--- src/hdl/rpkd_pkg.sv ---
package rpkd_pkg;

    localparam int DataWidth = 32;
    localparam int ProdWidth = 2 * DataWidth;
    localparam int CoefWidth = DataWidth + 2;
    localparam int InWidth = 16;

    typedef enum logic [1:0] {
        ST_OK           = 2'd0,
        ST_SMALL_FACTOR = 2'd1,
        ST_EXP_RANGE    = 2'd2,
        ST_NOT_COPRIME  = 2'd3
    } status_t;

    typedef struct packed {
        logic                 start;
        logic [DataWidth-1:0] a;
        logic [DataWidth-1:0] b;
    } mul_req_t;

    typedef struct packed {
        logic                 done;
        logic [ProdWidth-1:0] product;
    } mul_rsp_t;

    typedef struct packed {
        logic                 start;
        logic [DataWidth-1:0] dividend;
        logic [DataWidth-1:0] divisor;
    } div_req_t;

    typedef struct packed {
        logic                 done;
        logic [DataWidth-1:0] quotient;
        logic [DataWidth-1:0] remainder;
    } div_rsp_t;

endpackage

--- src/hdl/rpkd_multiplier.sv ---
module rpkd_multiplier (
    input  logic               aclk,
    input  logic               aresetn,
    input  rpkd_pkg::mul_req_t req,
    output rpkd_pkg::mul_rsp_t rsp
);

    logic                           busy_reg, busy_next;
    logic [rpkd_pkg::ProdWidth-1:0] acc_reg, acc_next;
    logic [rpkd_pkg::ProdWidth-1:0] mcand_reg, mcand_next;
    logic [rpkd_pkg::DataWidth-1:0] mplier_reg, mplier_next;

    always_comb begin
        busy_next   = busy_reg;
        acc_next    = acc_reg;
        mcand_next  = mcand_reg;
        mplier_next = mplier_reg;
        if (req.start) begin
            busy_next   = 1'b1;
            acc_next    = '0;
            mcand_next  = {{rpkd_pkg::DataWidth{1'b0}}, req.a};
            mplier_next = req.b;
        end else if (busy_reg) begin
            if (mplier_reg == '0) begin
                busy_next = 1'b0;
            end else begin
                if (mplier_reg[0]) begin
                    acc_next = acc_reg + mcand_reg;
                end
                mcand_next  = {mcand_reg[rpkd_pkg::ProdWidth-2:0], 1'b0};
                mplier_next = {1'b0, mplier_reg[rpkd_pkg::DataWidth-1:1]};
            end
        end
    end

    always_ff @(posedge aclk) begin
        if (!aresetn) begin
            busy_reg <= 1'b0;
        end else begin
            busy_reg <= busy_next;
        end
        acc_reg    <= acc_next;
        mcand_reg  <= mcand_next;
        mplier_reg <= mplier_next;
    end

    assign rsp.done    = busy_reg && (mplier_reg == '0);
    assign rsp.product = acc_reg;

endmodule

--- src/hdl/rpkd_divider.sv ---
module rpkd_divider (
    input  logic               aclk,
    input  logic               aresetn,
    input  rpkd_pkg::div_req_t req,
    output rpkd_pkg::div_rsp_t rsp
);

    localparam int CntWidth = $clog2(rpkd_pkg::DataWidth);
    localparam logic [CntWidth-1:0] LastStep = CntWidth'(rpkd_pkg::DataWidth - 1);

    logic                           busy_reg, busy_next;
    logic                           done_reg, done_next;
    logic [CntWidth-1:0]            cnt_reg, cnt_next;
    logic [rpkd_pkg::DataWidth-1:0] rem_reg, rem_next;
    logic [rpkd_pkg::DataWidth-1:0] quo_reg, quo_next;
    logic [rpkd_pkg::DataWidth-1:0] dsr_reg, dsr_next;
    logic [rpkd_pkg::DataWidth:0]   shifted;
    logic [rpkd_pkg::DataWidth:0]   trial;

    assign shifted = {rem_reg, quo_reg[rpkd_pkg::DataWidth-1]};
    assign trial   = shifted - {1'b0, dsr_reg};

    always_comb begin
        busy_next = busy_reg;
        done_next = 1'b0;
        cnt_next  = cnt_reg;
        rem_next  = rem_reg;
        quo_next  = quo_reg;
        dsr_next  = dsr_reg;
        if (req.start) begin
            busy_next = 1'b1;
            cnt_next  = '0;
            rem_next  = '0;
            quo_next  = req.dividend;
            dsr_next  = req.divisor;
        end else if (busy_reg) begin
            if (!trial[rpkd_pkg::DataWidth]) begin
                rem_next = trial[rpkd_pkg::DataWidth-1:0];
                quo_next = {quo_reg[rpkd_pkg::DataWidth-2:0], 1'b1};
            end else begin
                rem_next = shifted[rpkd_pkg::DataWidth-1:0];
                quo_next = {quo_reg[rpkd_pkg::DataWidth-2:0], 1'b0};
            end
            cnt_next = cnt_reg + 1'b1;
            if (cnt_reg == LastStep) begin
                busy_next = 1'b0;
                done_next = 1'b1;
            end
        end
    end

    always_ff @(posedge aclk) begin
        if (!aresetn) begin
            busy_reg <= 1'b0;
            done_reg <= 1'b0;
        end else begin
            busy_reg <= busy_next;
            done_reg <= done_next;
        end
        cnt_reg <= cnt_next;
        rem_reg <= rem_next;
        quo_reg <= quo_next;
        dsr_reg <= dsr_next;
    end

    assign rsp.done      = done_reg;
    assign rsp.quotient  = quo_reg;
    assign rsp.remainder = rem_reg;

endmodule

--- src/hdl/rsa_private_key_derivation_unit.sv ---
// RSA private exponent derivation unit.
// One beat on the s_ channel carries primes p and q and a public exponent e.
// The unit returns one beat on the m_ channel with d = e^-1 mod (p-1)(q-1),
// the modulus n = p*q and a status (0 ok, 1 factor below two, 2 exponent out
// of range, 3 exponent not coprime to the totient; d is zero unless ok).
// Both channels use valid/ready; a beat moves when valid and ready are high.
// One item is worked at a time and s_ready is low while it is in progress.
// Work runs as steps: n, then the totient and the checks, then one extended
// Euclid step per quotient, each on the bit-serial divider and then on the
// shift-add multiplier shared for all products, which forms the quotient
// times the magnitude of the current Bezout coefficient t.
// The finished result sits in an output register; if the receiver stalls,
// a new item may still be accepted and is held in its final state until the
// register frees up.
// Reset (aresetn low, synchronous) returns the unit to idle and drops m_valid.
module rsa_private_key_derivation_unit #(
    parameter int PRIME_WIDTH = 16
) (
    input  logic        aclk,
    input  logic        aresetn,
    input  logic        s_valid,
    output logic        s_ready,
    input  logic [15:0] s_prime_p,
    input  logic [15:0] s_prime_q,
    input  logic [31:0] s_public_exponent,
    output logic        m_valid,
    input  logic        m_ready,
    output logic [31:0] m_private_exponent,
    output logic [31:0] m_modulus,
    output logic [1:0]  m_status
);

    localparam int DW = rpkd_pkg::DataWidth;
    localparam int CW = rpkd_pkg::CoefWidth;
    localparam int IW = rpkd_pkg::InWidth;
    localparam int FactorWidth = (PRIME_WIDTH < IW) ? PRIME_WIDTH : IW;
    localparam logic [IW-1:0] FactorMask = IW'((33'd1 << FactorWidth) - 33'd1);

    typedef enum logic [3:0] {
        S_IDLE, S_MUL_N, S_MUL_PHI, S_CHECK, S_LOOP, S_DIV, S_MUL_T,
        S_RESOLVE, S_FIXUP, S_FINISH
    } state_t;

    state_t                 state_reg;
    logic [IW-1:0]          p_reg, q_reg;
    logic [DW-1:0]          e_reg;
    logic [DW-1:0]          n_reg;
    logic [DW-1:0]          phi_reg;
    logic [DW-1:0]          r0_reg, r1_reg, rn_reg;
    logic signed [CW-1:0]   t0_reg, t1_reg;
    logic [DW-1:0]          d_reg;
    rpkd_pkg::status_t      status_reg;
    logic                   m_valid_reg;
    logic [DW-1:0]          m_d_reg, m_n_reg;
    rpkd_pkg::status_t      m_status_reg;

    rpkd_pkg::mul_req_t     mul_req;
    rpkd_pkg::mul_rsp_t     mul_rsp;
    rpkd_pkg::div_req_t     div_req;
    rpkd_pkg::div_rsp_t     div_rsp;

    logic                   small_factor;
    logic [DW-1:0]          t1_mag;
    logic signed [CW-1:0]   prod_s;
    logic signed [CW-1:0]   tn;
    logic signed [CW-1:0]   d_wide;
    logic                   out_free;

    assign small_factor = (p_reg < IW'(2)) || (q_reg < IW'(2));
    assign t1_mag = t1_reg[CW-1] ? DW'(-t1_reg) : DW'(t1_reg);
    assign prod_s = $signed(mul_rsp.product[CW-1:0]);
    assign tn = t1_reg[CW-1] ? (t0_reg + prod_s) : (t0_reg - prod_s);
    assign d_wide = t0_reg[CW-1] ? (t0_reg + $signed({2'b00, phi_reg})) : t0_reg;
    assign out_free = !m_valid_reg || m_ready;

    always_comb begin
        mul_req = '0;
        div_req = '0;
        unique case (state_reg)
            S_IDLE: begin
                mul_req.start = s_valid;
                mul_req.a = DW'(s_prime_p & FactorMask);
                mul_req.b = DW'(s_prime_q & FactorMask);
            end
            S_MUL_N: begin
                mul_req.start = mul_rsp.done && !small_factor;
                mul_req.a = DW'(p_reg - IW'(1));
                mul_req.b = DW'(q_reg - IW'(1));
            end
            S_LOOP: begin
                div_req.start = (r1_reg != '0);
                div_req.dividend = r0_reg;
                div_req.divisor = r1_reg;
            end
            S_DIV: begin
                mul_req.start = div_rsp.done;
                mul_req.a = div_rsp.quotient;
                mul_req.b = t1_mag;
            end
            default: begin
            end
        endcase
    end

    rpkd_multiplier u_mul (
        .aclk    (aclk),
        .aresetn (aresetn),
        .req     (mul_req),
        .rsp     (mul_rsp)
    );

    rpkd_divider u_div (
        .aclk    (aclk),
        .aresetn (aresetn),
        .req     (div_req),
        .rsp     (div_rsp)
    );

    always_ff @(posedge aclk) begin
        if (!aresetn) begin
            state_reg   <= S_IDLE;
            m_valid_reg <= 1'b0;
        end else begin
            if (state_reg == S_FINISH && out_free) begin
                m_valid_reg <= 1'b1;
            end else if (m_ready) begin
                m_valid_reg <= 1'b0;
            end
            unique case (state_reg)
                S_IDLE: begin
                    if (s_valid) begin
                        p_reg      <= s_prime_p & FactorMask;
                        q_reg      <= s_prime_q & FactorMask;
                        e_reg      <= s_public_exponent;
                        d_reg      <= '0;
                        status_reg <= rpkd_pkg::ST_OK;
                        state_reg  <= S_MUL_N;
                    end
                end
                S_MUL_N: begin
                    if (mul_rsp.done) begin
                        n_reg <= mul_rsp.product[DW-1:0];
                        if (small_factor) begin
                            status_reg <= rpkd_pkg::ST_SMALL_FACTOR;
                            state_reg  <= S_FINISH;
                        end else begin
                            state_reg <= S_MUL_PHI;
                        end
                    end
                end
                S_MUL_PHI: begin
                    if (mul_rsp.done) begin
                        phi_reg   <= mul_rsp.product[DW-1:0];
                        state_reg <= S_CHECK;
                    end
                end
                S_CHECK: begin
                    if (e_reg == '0 || e_reg >= phi_reg) begin
                        status_reg <= rpkd_pkg::ST_EXP_RANGE;
                        state_reg  <= S_FINISH;
                    end else begin
                        r0_reg    <= phi_reg;
                        r1_reg    <= e_reg;
                        t0_reg    <= '0;
                        t1_reg    <= CW'(1);
                        state_reg <= S_LOOP;
                    end
                end
                S_LOOP: begin
                    state_reg <= (r1_reg != '0) ? S_DIV : S_RESOLVE;
                end
                S_DIV: begin
                    if (div_rsp.done) begin
                        rn_reg    <= div_rsp.remainder;
                        state_reg <= S_MUL_T;
                    end
                end
                S_MUL_T: begin
                    if (mul_rsp.done) begin
                        r0_reg    <= r1_reg;
                        r1_reg    <= rn_reg;
                        t0_reg    <= t1_reg;
                        t1_reg    <= tn;
                        state_reg <= S_LOOP;
                    end
                end
                S_RESOLVE: begin
                    if (r0_reg != DW'(1)) begin
                        status_reg <= rpkd_pkg::ST_NOT_COPRIME;
                        state_reg  <= S_FINISH;
                    end else begin
                        d_reg     <= d_wide[DW-1:0];
                        state_reg <= S_FIXUP;
                    end
                end
                S_FIXUP: begin
                    if (d_reg >= phi_reg) begin
                        d_reg <= d_reg - phi_reg;
                    end
                    state_reg <= S_FINISH;
                end
                S_FINISH: begin
                    if (out_free) begin
                        m_d_reg      <= d_reg;
                        m_n_reg      <= n_reg;
                        m_status_reg <= status_reg;
                        state_reg    <= S_IDLE;
                    end
                end
                default: begin
                    state_reg <= S_IDLE;
                end
            endcase
        end
    end

    assign s_ready            = (state_reg == S_IDLE);
    assign m_valid            = m_valid_reg;
    assign m_private_exponent = m_d_reg;
    assign m_modulus          = m_n_reg;
    assign m_status           = m_status_reg;

endmodule
--- config.mk ---
export PLATFORM = sky130hd
export DESIGN_NAME = rsa_private_key_derivation_unit
export DESIGN_NICKNAME = d
export VERILOG_FILES = /design/src/hdl/rpkd_pkg.sv /design/src/hdl/rpkd_multiplier.sv /design/src/hdl/rpkd_divider.sv /design/src/hdl/rsa_private_key_derivation_unit.sv
export SDC_FILE = /design/constraint.sdc
export NUM_CORES = 1
export LEC_CHECK = 0
export ABC_CLOCK_PERIOD_IN_PS = 7900
export BUFFER_PORTS_ARGS = -buffer_cell sky130_fd_sc_hd__buf_2
export CAP_MARGIN = 20
export CORE_MARGIN = 2
export CORE_UTILIZATION = 47
export CTS_BUF_LIST = sky130_fd_sc_hd__clkbuf_16
export DETAILED_ROUTE_END_ITERATION = 6
export PLACE_DENSITY = 0.68
export SLEW_MARGIN = 25
export SYNTH_ARGS = -nofsm -noshare
export SYNTH_HDL_FRONTEND = slang
export SYNTH_SLANG_ARGS = --single-unit
--- constraint.sdc ---
create_clock -name aclk -period 7.9 [get_ports aclk]
set_input_delay 0 -clock aclk [delete_from_list [all_inputs] [get_ports aclk]]
set_output_delay 0 -clock aclk [all_outputs]
set_load 0.01 [all_outputs]
After elaboration in Yosys (flattened, before gate mapping) --
Cells that the tools add are included.
Cells by class: reduce and logical (&&, ||, !) cells 31, bitwise logic cells 3, equal/unequal tests 24, muxes and demuxes 57, magnitude comparators 4, add/subtract/negate cells 10
Operator list (count):
- two-way mux 32 bit | 18
- one-hot mux 65 bit (3 select lines) | 1
- two-way mux 34 bit | 5
- one-hot mux 34 bit (2 select lines) | 2
- one-hot mux 32 bit (2 select lines) | 2
- one-hot mux 32 bit (3 select lines) | 1
- two-way mux 65 bit | 1
- adder 64 bit | 1
- greater-or-equal comparator 32 bit | 2
- logical NOT 32 bit | 2
- one-hot mux 4 bit (10 select lines) | 1
- adder 34 bit | 1
- subtractor 16 x 1 -> 17 bit (second input constant) | 2
- subtractor 34 bit | 1
- subtractor 33 x 32 -> 33 bit | 1
- adder 32 bit | 1
- less-than comparator 16 x 2 -> 1 bit (second input constant) | 2
- two-way mux 4 bit | 8
- != test 32 x 1 -> 1 bit (second input constant) | 1
- negation 32 bit | 1
- nonzero test 32 bit | 1
- subtractor 32 bit | 1
- != test 2 bit (second input constant) | 12
- AND reduction 3 bit | 6
- other kinds (24) | 55
Word-level totals: bits in registers 661, logic and storage cells 157, output and inout bits 68

Depth between registers and ports, before layout --
Gate-level depths: netlist of run 1.
depth after elaboration 7, gate-level depth with buffers 21, depth with buffers taken out 21

Hierarchy --
A second synthesis of run 1 with hierarchy kept.
Second synthesis, totals: cell total of the unflattened synthesis 3772, area, all modules 38787.2 um^2
Modules (own cells, without submodules):
- rsa_private_key_derivation_unit | cells each 2110, area an instance 22785.6 um^2, times used 1, seq. area each 11871.4 um^2
- rpkd_multiplier | cells each 1096, area an instance 10005.8 um^2, times used 1, seq. area each 3863.7 um^2
- rpkd_divider | cells each 566, area an instance 5995.8 um^2, times used 1, seq. area each 2702.6 um^2

Worst setup path before layout of run 1 --
Ideal clock, no wire load.
path type reg-to-reg, from reg state_reg[3], to reg m_n_reg[0], in the netlist m_modulus[0] (enable), library setup time 571 ps, buffers on the path 1, arrival 5243 ps, slack 2086 ps, stages on the path, launching flop included 4, data required time 7329 ps, period minus slack after synthesis 5814 ps, path through dfxtp_1 > clkbuf_1 > nand2b_1 > nor3_1
On the way: word-level cells in the longest chain between the ends 2
RTL lines:
- start, declared | line rsa_private_key_derivation_unit.sv:44 | state_t state_reg;
- start signal, assigned | line rsa_private_key_derivation_unit.sv:170 | state_reg <= (r1_reg != '0) ? S_DIV : S_RESOLVE;
- == test 4 bit | line rsa_private_key_derivation_unit.sv:129 | unique case (state_reg)
- AND reduction 3 bit (no source line)
- end signal, assigned | line rsa_private_key_derivation_unit.sv:205 | m_n_reg <= n_reg;
- end, declared | line rsa_private_key_derivation_unit.sv:54 | logic [DW-1:0] m_d_reg, m_n_reg;
No other way between the ends. A chain may end at the register's enable or synchronous reset.

Worst setup path after layout of run 1 --
from reg u_mul.acc_reg[1] (netlist name), to reg t1_reg[31] (data pin)
On the way: word-level cells in the longest chain between the ends 4, elaborated cells on any way between the ends 5
RTL lines:
- start, declared | line rpkd_multiplier.sv:9 | logic [rpkd_pkg::ProdWidth-1:0] acc_reg, acc_next;
- start signal, assigned | line rpkd_multiplier.sv:42 | acc_reg <= acc_next;
- subtractor 34 bit or adder 34 bit (tied branches) | line rsa_private_key_derivation_unit.sv:72 | assign tn = t1_reg[CW-1] ? (t0_reg + prod_s) : (t0_reg - prod_s);
- two-way mux 34 bit (*) | line rsa_private_key_derivation_unit.sv:72
- two-way mux 34 bit (*) | line rsa_private_key_derivation_unit.sv:179 | if (mul_rsp.done) begin
- one-hot mux 34 bit (2 select lines) (*) | line rsa_private_key_derivation_unit.sv:129
- end signal, assigned | line rsa_private_key_derivation_unit.sv:183 | t1_reg <= tn;
- end, declared | line rsa_private_key_derivation_unit.sv:50 | logic signed [CW-1:0] t0_reg, t1_reg;
Mark *: on every way between the ends. The rest lies on a longest branch, timed or not. The select of a mux whose other input is x is not followed.

==> impl_metrics.env, run 1 <==
export IMPL_synth_avg_cell_area_sq_um=10.7
export IMPL_antenna_found_initial=3
export IMPL_synthesis_area_sq_um=33600
export IMPL_io_pins=136
export IMPL_ys_seq_area_frac=0.513
export IMPL_finalWirelength_um=97700
export IMPL_critPathMaxFanout=8
export IMPL_finish_utilization=0.537
export IMPL_post_route_drc_count=2
export IMPL_final_nets=3608
export IMPL_die_y_um=271
export IMPL_syn_nets=3422
export IMPL_fmax_ghz=0.210
export IMPL_worstSetupEndpoint="t1_reg[31]"
export IMPL_path_class="reg2reg"
export IMPL_fin_hold_ws_ps=66.7
export IMPL_setup_tns_ps=0
export IMPL_synth_ff_type="edfxtp_1"
export IMPL_port_buffers=135
export IMPL_p_per_area_nw_per_um2=328
export IMPL_cap_violations=0
export IMPL_tightest_slew_ps=958
export IMPL_synth_edf_count=520
export IMPL_relSlewSlack=0.361
export IMPL_fill_cells=6196
export IMPL_yosysTopAreaCell="edfxtp_1"
export IMPL_synth_seq_cells=601
export IMPL_r2r_end="t1_reg[31]"
export IMPL_synth_area_mux_share=0.0232
export IMPL_wl_per_cell_um=22.5
export IMPL_ys_warn_count=0
export IMPL_setup_viol=0
export IMPL_drive_above_1_share=0.110
export IMPL_ctsResizeCount=0
export IMPL_gr_total_overflow=0
export IMPL_slew_violations=0
export IMPL_ctsLongestPathBuffers=3
export IMPL_ff2ff_setup_slack_ps=3140
export IMPL_final_cell_mix="edfxtp_1 (520), nand2_1 (325), a21oi_1 (269), nor2_1 (244), ha_1 (200)"
export IMPL_clock_latency_ps=630
export IMPL_vias_per_cell=5.94
export IMPL_path_clk_slew_ps=60
export IMPL_final_setup_worst_slack_ps=3140
export IMPL_vias=25800
export IMPL_timing_rr_start="u_mul.acc_reg[1]"
export IMPL_drt_pass1_iter_count=7
export IMPL_die_w_um=271
export IMPL_synthAdderAreaFrac=0.0774
export IMPL_ir_worst_vdd_mv=0.218
export IMPL_initial_utilization=0.473
export IMPL_grt_use_total=0.260
export IMPL_grt_pass1_vias=24100
export IMPL_drt_iter0_markers=2543
export IMPL_cts_inserted_buffers=68
export IMPL_ys_top_cells_by_area="edfxtp_1 (46%), ha_1 (7.4%), dfxtp_1 (4.8%), a21oi_1 (4.0%), nand2_1 (3.7%)"
export IMPL_endpoint_kind="flip-flop"
export IMPL_dp_slack_ps=3220
export IMPL_place_gp_congestion=0.950
export IMPL_min_from="s_valid"
export IMPL_synthSimpleGateAreaFrac=0.137
export IMPL_grt_max_degree=97
export IMPL_htree_levels=3
export IMPL_final_setup_skew_ps=38.0
export IMPL_violations="DRC"
export IMPL_cts_root_buf="clkbuf_16"
export IMPL_rows=98
export IMPL_hold_viol_final=0
export IMPL_final_common_cell="edfxtp_1"
export IMPL_rsz0062_at_grt="no"
export IMPL_post_cts_buffers=0
export IMPL_async_flop_share=0
export IMPL_core_sq_um=71100
export IMPL_crit_path_start="u_mul.acc_reg[1]"
export IMPL_synth_xor_area_share=0.0589
export IMPL_dieArea_sq_um=73700
export IMPL_synth_compound_area_frac=0.161
export IMPL_synth_cell_types=97
export IMPL_hp_class="in2reg"
export IMPL_post_route_min_period_ps=4760
export IMPL_syn2layout_area_growth_pct=13.7
export IMPL_status="finished, violations left"
export IMPL_worst_ep_required_time_ps=8270
export IMPL_grt_pass1_wl_um=146000
export IMPL_hpwl_um=71100
export IMPL_synth_top_family_by_area="compound AO/OA/AOI/OAI gates"
export IMPL_synth_top_area_share=0.465
export IMPL_critPathLaunchType="flip-flop"
export IMPL_cts_sinks=601
export IMPL_power_leakage_nw=14.9
export IMPL_arrival_ps=5130
export IMPL_reg2reg_depth=21
export IMPL_antenna_left=0
export IMPL_synthCells=3149
export IMPL_cts_tree="yes"
export IMPL_period_share=0.602
==> timing repair <==
item | in CTS | in global routing
hold endpoints to repair | 104 | 0
endpoints found under the setup margin | 0 | 0
hold buffers | 65 | 0
==> synthesized netlist by cell type, types with 24 or more instances <==
master,number
clkbuf_1,92
a21o_1,88
xor2_1,91
nor4_1,45
o21ai_0,155
and2_1,52
a21oi_1,270
nor2_1,247
inv_1,128
and3_1,56
a31oi_1,28
nand2_1,328
ha_1,200
nor2b_1,24
o22ai_1,29
nand4_1,31
nor3_1,54
dfxtp_1,81
a211oi_1,44
nand3_1,40
mux2i_1,42
mux2_2,32
xnor2_1,132
edfxtp_1,520
nand2b_1,32
==> per-layer routing <==
layer / vias to the layer above / track usage / routed length (um) / share of wire
met3: 223 / 0.0338 / 6680 / 0.068
met1: 12400 / 0.356 / 41700 / 0.43
met5: - / 0 / 15 / 0.00015
met2: 1078 / 0.404 / 43900 / 0.45
met4: 2 / 0.135 / 5410 / 0.055
li1: 12100 / - / - / -
==> logic make-up after synthesis <==
logic type      after synthesis
simple gates                969
flops                       601
buf+inv                     249
xor+xnor                    224
fa+ha+maj                   205
compound gates              827
mux                          74
==> through the flow <==
step	power [mW]	instance area (sq um)	instances
2_1_floorplan	8.06	33600	3149
3_3_place_gp	9.23	35300	4149
3_5_place_dp	9.24	35300	4150
4_1_cts	12.5	38200	4339
5_1_grt	13.2	38200	4340
6_report	12.5	38200	4341
==> critical path: stages, from the launching register on <==
cell and delay, ps:
dfxtp_1 380, inv_1 140, ha_1 160, nor3b_1 520, nand2_1 120, nor2_1 300
nand2_1 120, or2_2 310, nor2_1 90, nor2_1 60, xor2_1 190, ha_1 320
a21o_1 200, a21o_1 170, a21oi_1 120, o21ai_0 140, a21oi_4 210, o211ai_1 160
and2_1 180, a221o_1 330, xor2_1 140, and2_1 150
==> cell type report <==
type                            count  area (sq um)  share of cell area
Inverter                          130           488              0.0128
Tap cell                          950          1190              0.0311
Sequential cell                   601         17200               0.451
Antenna cell                        2          5.00            0.000131
Multi-Input combinational cell   2299         15500               0.405
Timing Repair Buffer              235          1610              0.0421
Clock inverter                     54           475              0.0124
Clock buffer                       70          1750              0.0458
==> power breakdown <==
group / internal [mW] / switching [mW]
clock: 1.85 / 1.33
sequential: 4.09 / 0.620
combinational: 1.90 / 2.73
==> worst min-delay path by stage <==
stage              endpoint  slack, ps  cells past startpoint
6_report       state_reg[0]         70                      5
5_1_grt             m_valid         60                      4
4_1_cts        state_reg[0]         20                      5
3_5_place_dp      e_reg[22]        180                      1
3_3_place_gp      e_reg[15]        180                      1
2_1_floorplan      e_reg[0]        100                      0
No activity file was read; power rests on OpenSTA's default activity.
==> run 2, diff against run 1 <==
- ABC_CLOCK_PERIOD_IN_PS: 7900 -> 4740
- clock period: 7.9 -> 4.74 ns (I/O delays scaled with it)
==> run 2 against run 1 <==
Compared with the run above:
- the flow still finishes with violations (DRC)
- die area did not move
- first-iteration DRC count up 7.4%
- combinational power rose by 76%
- total power up 71%
- sequential cell count unchanged
- fmax grew 9.5%
- cell area increased by 1.1%
- sequential power rose by 63%
- worst hold slack gained 37 ps
- clock skew decreased by 11 ps
- critical path type unchanged
- largest cell class unchanged
==> impl_metrics.env, run 2 (synthesized netlist as in run 1, its figures left out) <==
export IMPL_status="finished, violations left"
export IMPL_violations="DRC"
export IMPL_grt_use_total=0.267
export IMPL_wl_per_cell_um=22.8
export IMPL_p_switching_mw=7.92
export IMPL_core_sq_um=71100
export IMPL_p_per_area_nw_per_um2=553
export IMPL_final_common_cell="edfxtp_1"
export IMPL_post_route_min_period_ps=4340
export IMPL_finish_utilization=0.543
export IMPL_antenna_left=0
export IMPL_port_buffers=135
export IMPL_hp_class="in2reg"
export IMPL_intPower_mw=13.4
export IMPL_die_w_um=271
export IMPL_dieArea_sq_um=73700
export IMPL_cts_inserted_buffers=69
export IMPL_fmax_ghz=0.230
export IMPL_post_route_drc_count=15
export IMPL_cts_tree="yes"
export IMPL_drt_iter0_markers=2732
export IMPL_tightest_slew_ps=1020
export IMPL_clock_power_share=0.260
export IMPL_syn2layout_area_growth_pct=15.0
export IMPL_worst_ep_required_time_ps=5110
export IMPL_cp_num_buf_inv=0
export IMPL_cap_violations=0
export IMPL_final_area_sq_um=38600
export IMPL_io_pins=136
export IMPL_period_share=0.917
export IMPL_antenna_found_initial=1
export IMPL_setup_tns_ps=0
export IMPL_path_clk_slew_ps=60
export IMPL_gr_total_overflow=0
export IMPL_drive_above_1_share=0.117
export IMPL_vias=26100
export IMPL_path_delay_family="simple AND/OR/NAND/NOR gates"
export IMPL_ctsLongestPathBuffers=3
export IMPL_finalWirelength_um=99600
export IMPL_ctsResizeCount=0
export IMPL_grt_pass1_wl_um=150000
export IMPL_htree_levels=3
export IMPL_p_sw_frac=0.371
export IMPL_place_gp_congestion=0.943
export IMPL_grt_pass1_vias=24900
export IMPL_rows=98
export IMPL_hold_viol_final=0
export IMPL_cts_root_buf="clkbuf_16"
export IMPL_critPathLaunchType="flip-flop"
export IMPL_drt_pass1_iter_count=7
export IMPL_cts_sinks=601
export IMPL_final_nets=3636
export IMPL_rsz0062_at_grt="no"
export IMPL_postPlaceCellArea_sq_um=35600
export IMPL_slew_violations=0
export IMPL_vias_per_cell=5.97
export IMPL_final_setup_skew_ps=27.3
export IMPL_clock_latency_ps=620
export IMPL_power_leakage_nw=15.1
export IMPL_final_cell_mix="edfxtp_1 (520), nand2_1 (326), a21oi_1 (269), nor2_1 (244), ha_1 (200)"
export IMPL_setup_viol=0
export IMPL_die_y_um=271
export IMPL_path_class="reg2reg"
export IMPL_slowest_delay_ps=650
export IMPL_endpoint_kind="flip-flop"
export IMPL_grt_max_degree=97
export IMPL_worstPathCellList="or4_1 -> nor3b_2 -> nand2_1 -> nor2_1 -> a21oi_1 -> xor2_1 -> ha_1 -> a21o_1 -> a21oi_1 -> o21ai_0 -> a21oi_4 -> o211ai_1 -> and2_1 -> a221o_1 -> xor2_1 -> and2_1"
export IMPL_power_frac_comb=0.382
export IMPL_arrival_ps=4720
export IMPL_cp_slowest_cell="or4_1"
export IMPL_initial_utilization=0.473
export IMPL_p_seq_frac=0.359
export IMPL_relSlewSlack=0.316
export IMPL_critPathMaxFanout=8
export IMPL_hpwl_um=72600
export IMPL_ir_worst_vdd_mv=0.356
## run 2: cell types whose count changed in the layout (fill, tap and decap cells not counted), sizes merged
cell and delta:
clkbuf +2, clkinv -12, bufinv +3, clkinvlp +5, buf +26, inv +3
dlygate4sd3 +1
## run 2: path summary, 6_finish.rpt
kind | depth (start not counted) | from | to | slack, ps
worst max-delay path | 16 | u_mul.acc_reg[0] | t1_reg[31] | 400
worst min-delay path | 2 | s_public_exponent[24] | e_reg[24] | 100
worst max register to register | 16 | u_mul.acc_reg[0] | t1_reg[31] | 400
worst min register to register | 0 | n_reg[20] | m_modulus[20] | 420
## run 2: layout make-up
cell class,instances,area [sq um]
tap,950,1190
inverter,130,488
timing repair buffer,262,1910
multi-input combinational,2299,15500
clock inverter,53,549
antenna,2,5.00
fill,6232,32500
clock buffer,72,1800
sequential,601,17200
## run 2: layer usage
| layer | track usage | vias to the layer above | part of all wire | routed length (um) |
|---|---|---|---|---|
| met3 | 0.0352 | 213 | 0.074 | 7400 |
| met4 | 0.148 | 0 | 0.061 | 6080 |
| li1 | - | 12200 | - | - |
| met2 | 0.416 | 1121 | 0.45 | 44700 |
| met5 | 0 | - | 0 | 0 |
| met1 | 0.361 | 12600 | 0.42 | 41400 |
## run 2: through the flow
step	cells	total power, mW	setup WS (ps)	hold slack (ps)
detailed placement	4176	15.7	448	178
global route	4368	22.5	73.4	93.3
CTS	4367	21.3	435	61.4
floorplan	3149	13.4	380	98.9
finish	4369	21.4	396	104
global placement	4175	15.6	477	178
## run 2: timing repair
action | 4_1_cts | 5_1_grt
hold buffers | 66 | 0
hold endpoints to repair | 113 | 0
setup buffers | 0 | 0
## run 2: power groups by stage
stage	combinational (mW)	sequential [mW]	clock, mW
2_1_floorplan	6.06	7.38	0
6_report	8.15	7.66	5.55
3_3_place_gp	7.93	7.71	0
3_5_place_dp	7.95	7.72	0
5_1_grt	8.99	7.74	5.82
4_1_cts	8.07	7.63	5.60
## run 2: worst register-to-register path: cells and delay by family, from the launching register on
kind,cells,cell delay [ps]
compound gates,7,1260
xor+xnor,2,310
fa+ha+maj,1,370
flops,1,380
simple gates,6,1790
